**src/rtl/bfsp_ram.sv**
```systemverilog
// Generic single-write, single-read RAM with registered, enabled read.
module bfsp_ram #(
  parameter int WIDTH = 8,
  parameter int DEPTH = 64
) (
  input  logic                     clk,
  input  logic                     we,
  input  logic [$clog2(DEPTH)-1:0] waddr,
  input  logic [WIDTH-1:0]         wdata,
  input  logic                     re,
  input  logic [$clog2(DEPTH)-1:0] raddr,
  output logic [WIDTH-1:0]         rdata
);

  logic [WIDTH-1:0] mem [DEPTH];

  always_ff @(posedge clk) begin
    if (we) begin
      mem[waddr] <= wdata;
    end
    if (re) begin
      rdata <= mem[raddr];
    end
  end

endmodule

```
**config.mk**
```make
export PLATFORM = sky130hd
export DESIGN_NAME = bfsp_ram
export DESIGN_NICKNAME = d
export VERILOG_FILES = /design/src/rtl/bfsp_ram.sv
export SDC_FILE = /design/constraint.sdc
export NUM_CORES = 1
export LEC_CHECK = 0
export BUFFER_PORTS_ARGS = -buffer_cell sky130_fd_sc_hd__buf_2
export CAP_MARGIN = 20
export CORE_ASPECT_RATIO = 1.4
export CORE_MARGIN = 2
export CORE_UTILIZATION = 25
export CTS_CLUSTER_SIZE = 40
export DETAILED_ROUTE_END_ITERATION = 8
export PLACE_DENSITY_LB_ADDON = 0.25
export SLEW_MARGIN = 25
export SYNTH_ARGS = -nofsm -noshare
export SYNTH_HDL_FRONTEND = slang
export SYNTH_SLANG_ARGS = --single-unit
```
**constraint.sdc**
```tcl
create_clock -name clk -period 2.77 [get_ports clk]
set_input_delay 0.277 -clock clk [delete_from_list [all_inputs] [get_ports clk]]
set_output_delay 0.277 -clock clk [all_outputs]
set_load 0.05 [all_outputs]
```
==> summary.md <==
| Metric | Value |
|---|---|
| Drt first pass iters | 5 |
| First-pass GRT wire length | 77.0 mm |
| Top cells by area, synth | edfxtp_1 (77%), mux4_2 (14%), nor2_1 (1.5%) |
| NumNets Final | 1110 |
| PD cells | 667 mW/mm2 |
| Arrival time at the worst endpoint | 2610 ps |
| Cells along the critical path | mux4_2 -> mux2_2 -> o221a_2 -> nor3_1 -> o32ai_1 |
| Critical Path RT | 3070 ps |
| HPWL Detailed | 35.2 mm |
| Syn nets | 963 |
| Post-synthesis instance area | 0.0202 mm2 |
| Dpl cell area | 0.0225 mm2 |
| CTS root buffer | clkbuf_16 |
| Flops & latches, synth | 520 |
| Io pins | 31 |
| Share of the core filled with cells | 29.8% |
| Delay-heaviest family, CP | multiplexers |
| IO Port Bufs | 30 |
| Post-CTS setup buffer count | 0 |
| Hold Path Class | in -> reg |
| Crit Path Max Fanout | 1 |
| FMAX | 432 MHz |
| Slew HR | 35.4% |
| # DRC | 0 |
| Cell taking the most area after synthesis | edfxtp_1 |
| Leak | 7.45 nW |
| Clk Latency, worst-skew pair | 590 ps |
| Setup repair after global routing missed its margin | false |
| Initial DRC Count | 714 |
| Final setup fails | 0 |
| Max IR drop VDD | 0.496 mV |
| Fill count | 7856 |
| Initial antenna violation count | 3 |
| GRT Util Overall | 12.9% |
| Die area | 0.0833 mm2 |
| TritonCTS buffer count | 47 |
| Clk sink count | 520 |
| Fin Setup TNS | 0 ps |
| Crit share post-route | 83.6% |
| Final instance area | 0.0239 mm2 |
| Number of routed nets with antenna violations | 0 |
| Via Count | 9746 |
| Area share of the largest cell type after synthesis | 77.1% |
| Most frequent cells in the layout | edfxtp_1 (520), mux4_2 (126), buf_4 (107) |
| CTS tree | yes |
| Multi-input logic area | 0.00432 mm2 |
| Storage element area | 0.0156 mm2 |
| Slowest stage delay, CP | 480 ps |
| Critical path's slowest cell | nor3_1 |
| Vias in the first global route | 10347 |
| Clock slew at reported path FFs | 60 ps |
| Layout cells sized above 1 | 31.1% |
| Core area | 0.0803 mm2 |
| Fin Hold WS | 81.5 ps |
| Gr ovfl total | 0 |
| Vias per inst | 4.46 |
| Critical path startpoint category | flip-flop |
| Status | completed |
| Maxcap violations | 0 |
| Antenna fix cells | 0 |
| Post-route minimum period | 2320 ps |
| Syn Area/Cell | 21.5 um2 |
| Die Y | 341 um |
| DIE WIDTH | 245 um |
| Htree depth | 2 |
| Commonest non-fill, non-tap cell in the layout | edfxtp_1 |
| Pin count of the biggest net entering global routing | 65 |
| Resized cells post-CTS | 0 |
| Synthesis-to-layout area growth | 18.1% |
| Crit path kind | reg -> reg |
| Worst slack, placed | 29.0 ps |
| Final Skew | 20.2 ps |
| Worst path buffer plus inverter count | 0 |
| Fin. max-slew vios | 0 |
| Routed len/inst | 24.3 um |
| Row count | 123 |
| Hold Fails Final Rpt | 0 |
| YS warnings | 0 |
| Clock buffer depth | 3 |
| Endpoint class of the critical path | flip-flop |
| Initial core utilization | 25.2% |
| Register area share after synthesis | 77.1% |
| Slew @ Worst Pin | 970 ps |
| Post-Syn Instances | 940 |
| Post-Route WL | 53.2 mm |
| GP Congestion | 0.762 |
| Synth cell types | 39 |
| Fin worst setup slack | 455 ps |
[power by group]
group          total (mW)  switching [mW]  internal, mW  leakage (nW)
clock                6.27            2.85          3.42         0.689
sequential           8.75          0.0227          8.72          4.69
combinational       0.930           0.578         0.353          2.07
total                15.9            3.45          12.5          7.45
[cells in the mapped netlist (all sizes together)]
| cell | number |
|---|---|
| nand2 | 19 |
| or3 | 1 |
| and2 | 1 |
| nor2b | 14 |
| a31oi | 1 |
| mux2i | 23 |
| o32ai | 2 |
| a221oi | 6 |
| nor2 | 83 |
| o2bb2ai | 3 |
| o311ai | 1 |
| o21a | 2 |
| o221a | 2 |
| o2111ai | 3 |
| a21oi | 3 |
| nand2b | 7 |
| nor3 | 7 |
| clkbuf | 17 |
| o221ai | 8 |
| nor4 | 2 |
| a211oi | 4 |
| o21ai | 4 |
| o22ai | 8 |
| nand4b | 1 |
| a2111oi | 2 |
| mux2 | 13 |
| buf | 34 |
| nand4 | 2 |
| a22oi | 3 |
| o41ai | 2 |
| nand3 | 13 |
| nand3b | 3 |
| mux4 | 126 |
| edfxtp | 520 |
[area by class of cell]
| cell class | count | share of cell area [%] |
|---|---|---|
| clock buffer | 61 | 5.14 |
| clock inverter | 25 | 0.858 |
| multi-input combinational | 369 | 18.0 |
| sequential | 520 | 65.3 |
| tap | 1062 | 5.56 |
| timing repair buffer | 149 | 5.11 |
[logic make-up (layout without fill, tap and decap cells)]
kind of cell	after synthesis	after routing	synth area share, %
AND/OR/NAND/NOR	153	153	3.37
buffers and inverters	51	235	1.56
multiplexers	162	162	15.9
AO/OA/AOI/OAI	54	54	2.06
flip-flops	520	520	77.1
[worst register-to-register path, cell delays in order, from the launching register on]
cell,delay (ps)
edfxtp_1,370
mux4_2,460
mux2_2,280
o221a_2,270
nor3_1,480
o32ai_1,170
[metrics by stage]
| stage | cells | total power, mW |
|---|---|---|
| after global placement | 2099 | 9.86 |
| after CTS | 2186 | 16.1 |
| after global routing | 2186 | 16.4 |
| after floorplan | 940 | 9.41 |
| final | 2186 | 15.9 |
| after detailed placement | 2099 | 9.87 |
[worst paths after layout]
check,cells after the start,endpoint,slack [ps],startpoint
max reg2reg,5,rdata[4],450,mem[25][4]
min,1,mem[23][1],80,wdata[1]
max,5,rdata[4],450,mem[25][4]
min reg2reg,4,rdata[7],940,mem[5][7]
[routing by layer]
metal	vias to the layer above	wire length, um	global-route usage, %
met5	-	21	0
met4	4	1820	4.80
met3	91	2290	1.81
met2	261	27800	23.0
met1	5167	21200	15.8
li1	4223	-	-
[timing repair]
item,4_1_cts,5_1_grt
setup endpoints to repair,0,0
endpoints found under the hold margin,4,0
hold buffers,1,0
[sequential cells by signal, summed over array words and instances, names as in the netlist]
register	cells
mem	512
rdata	8
No activity file was read; power rests on OpenSTA's default activity.
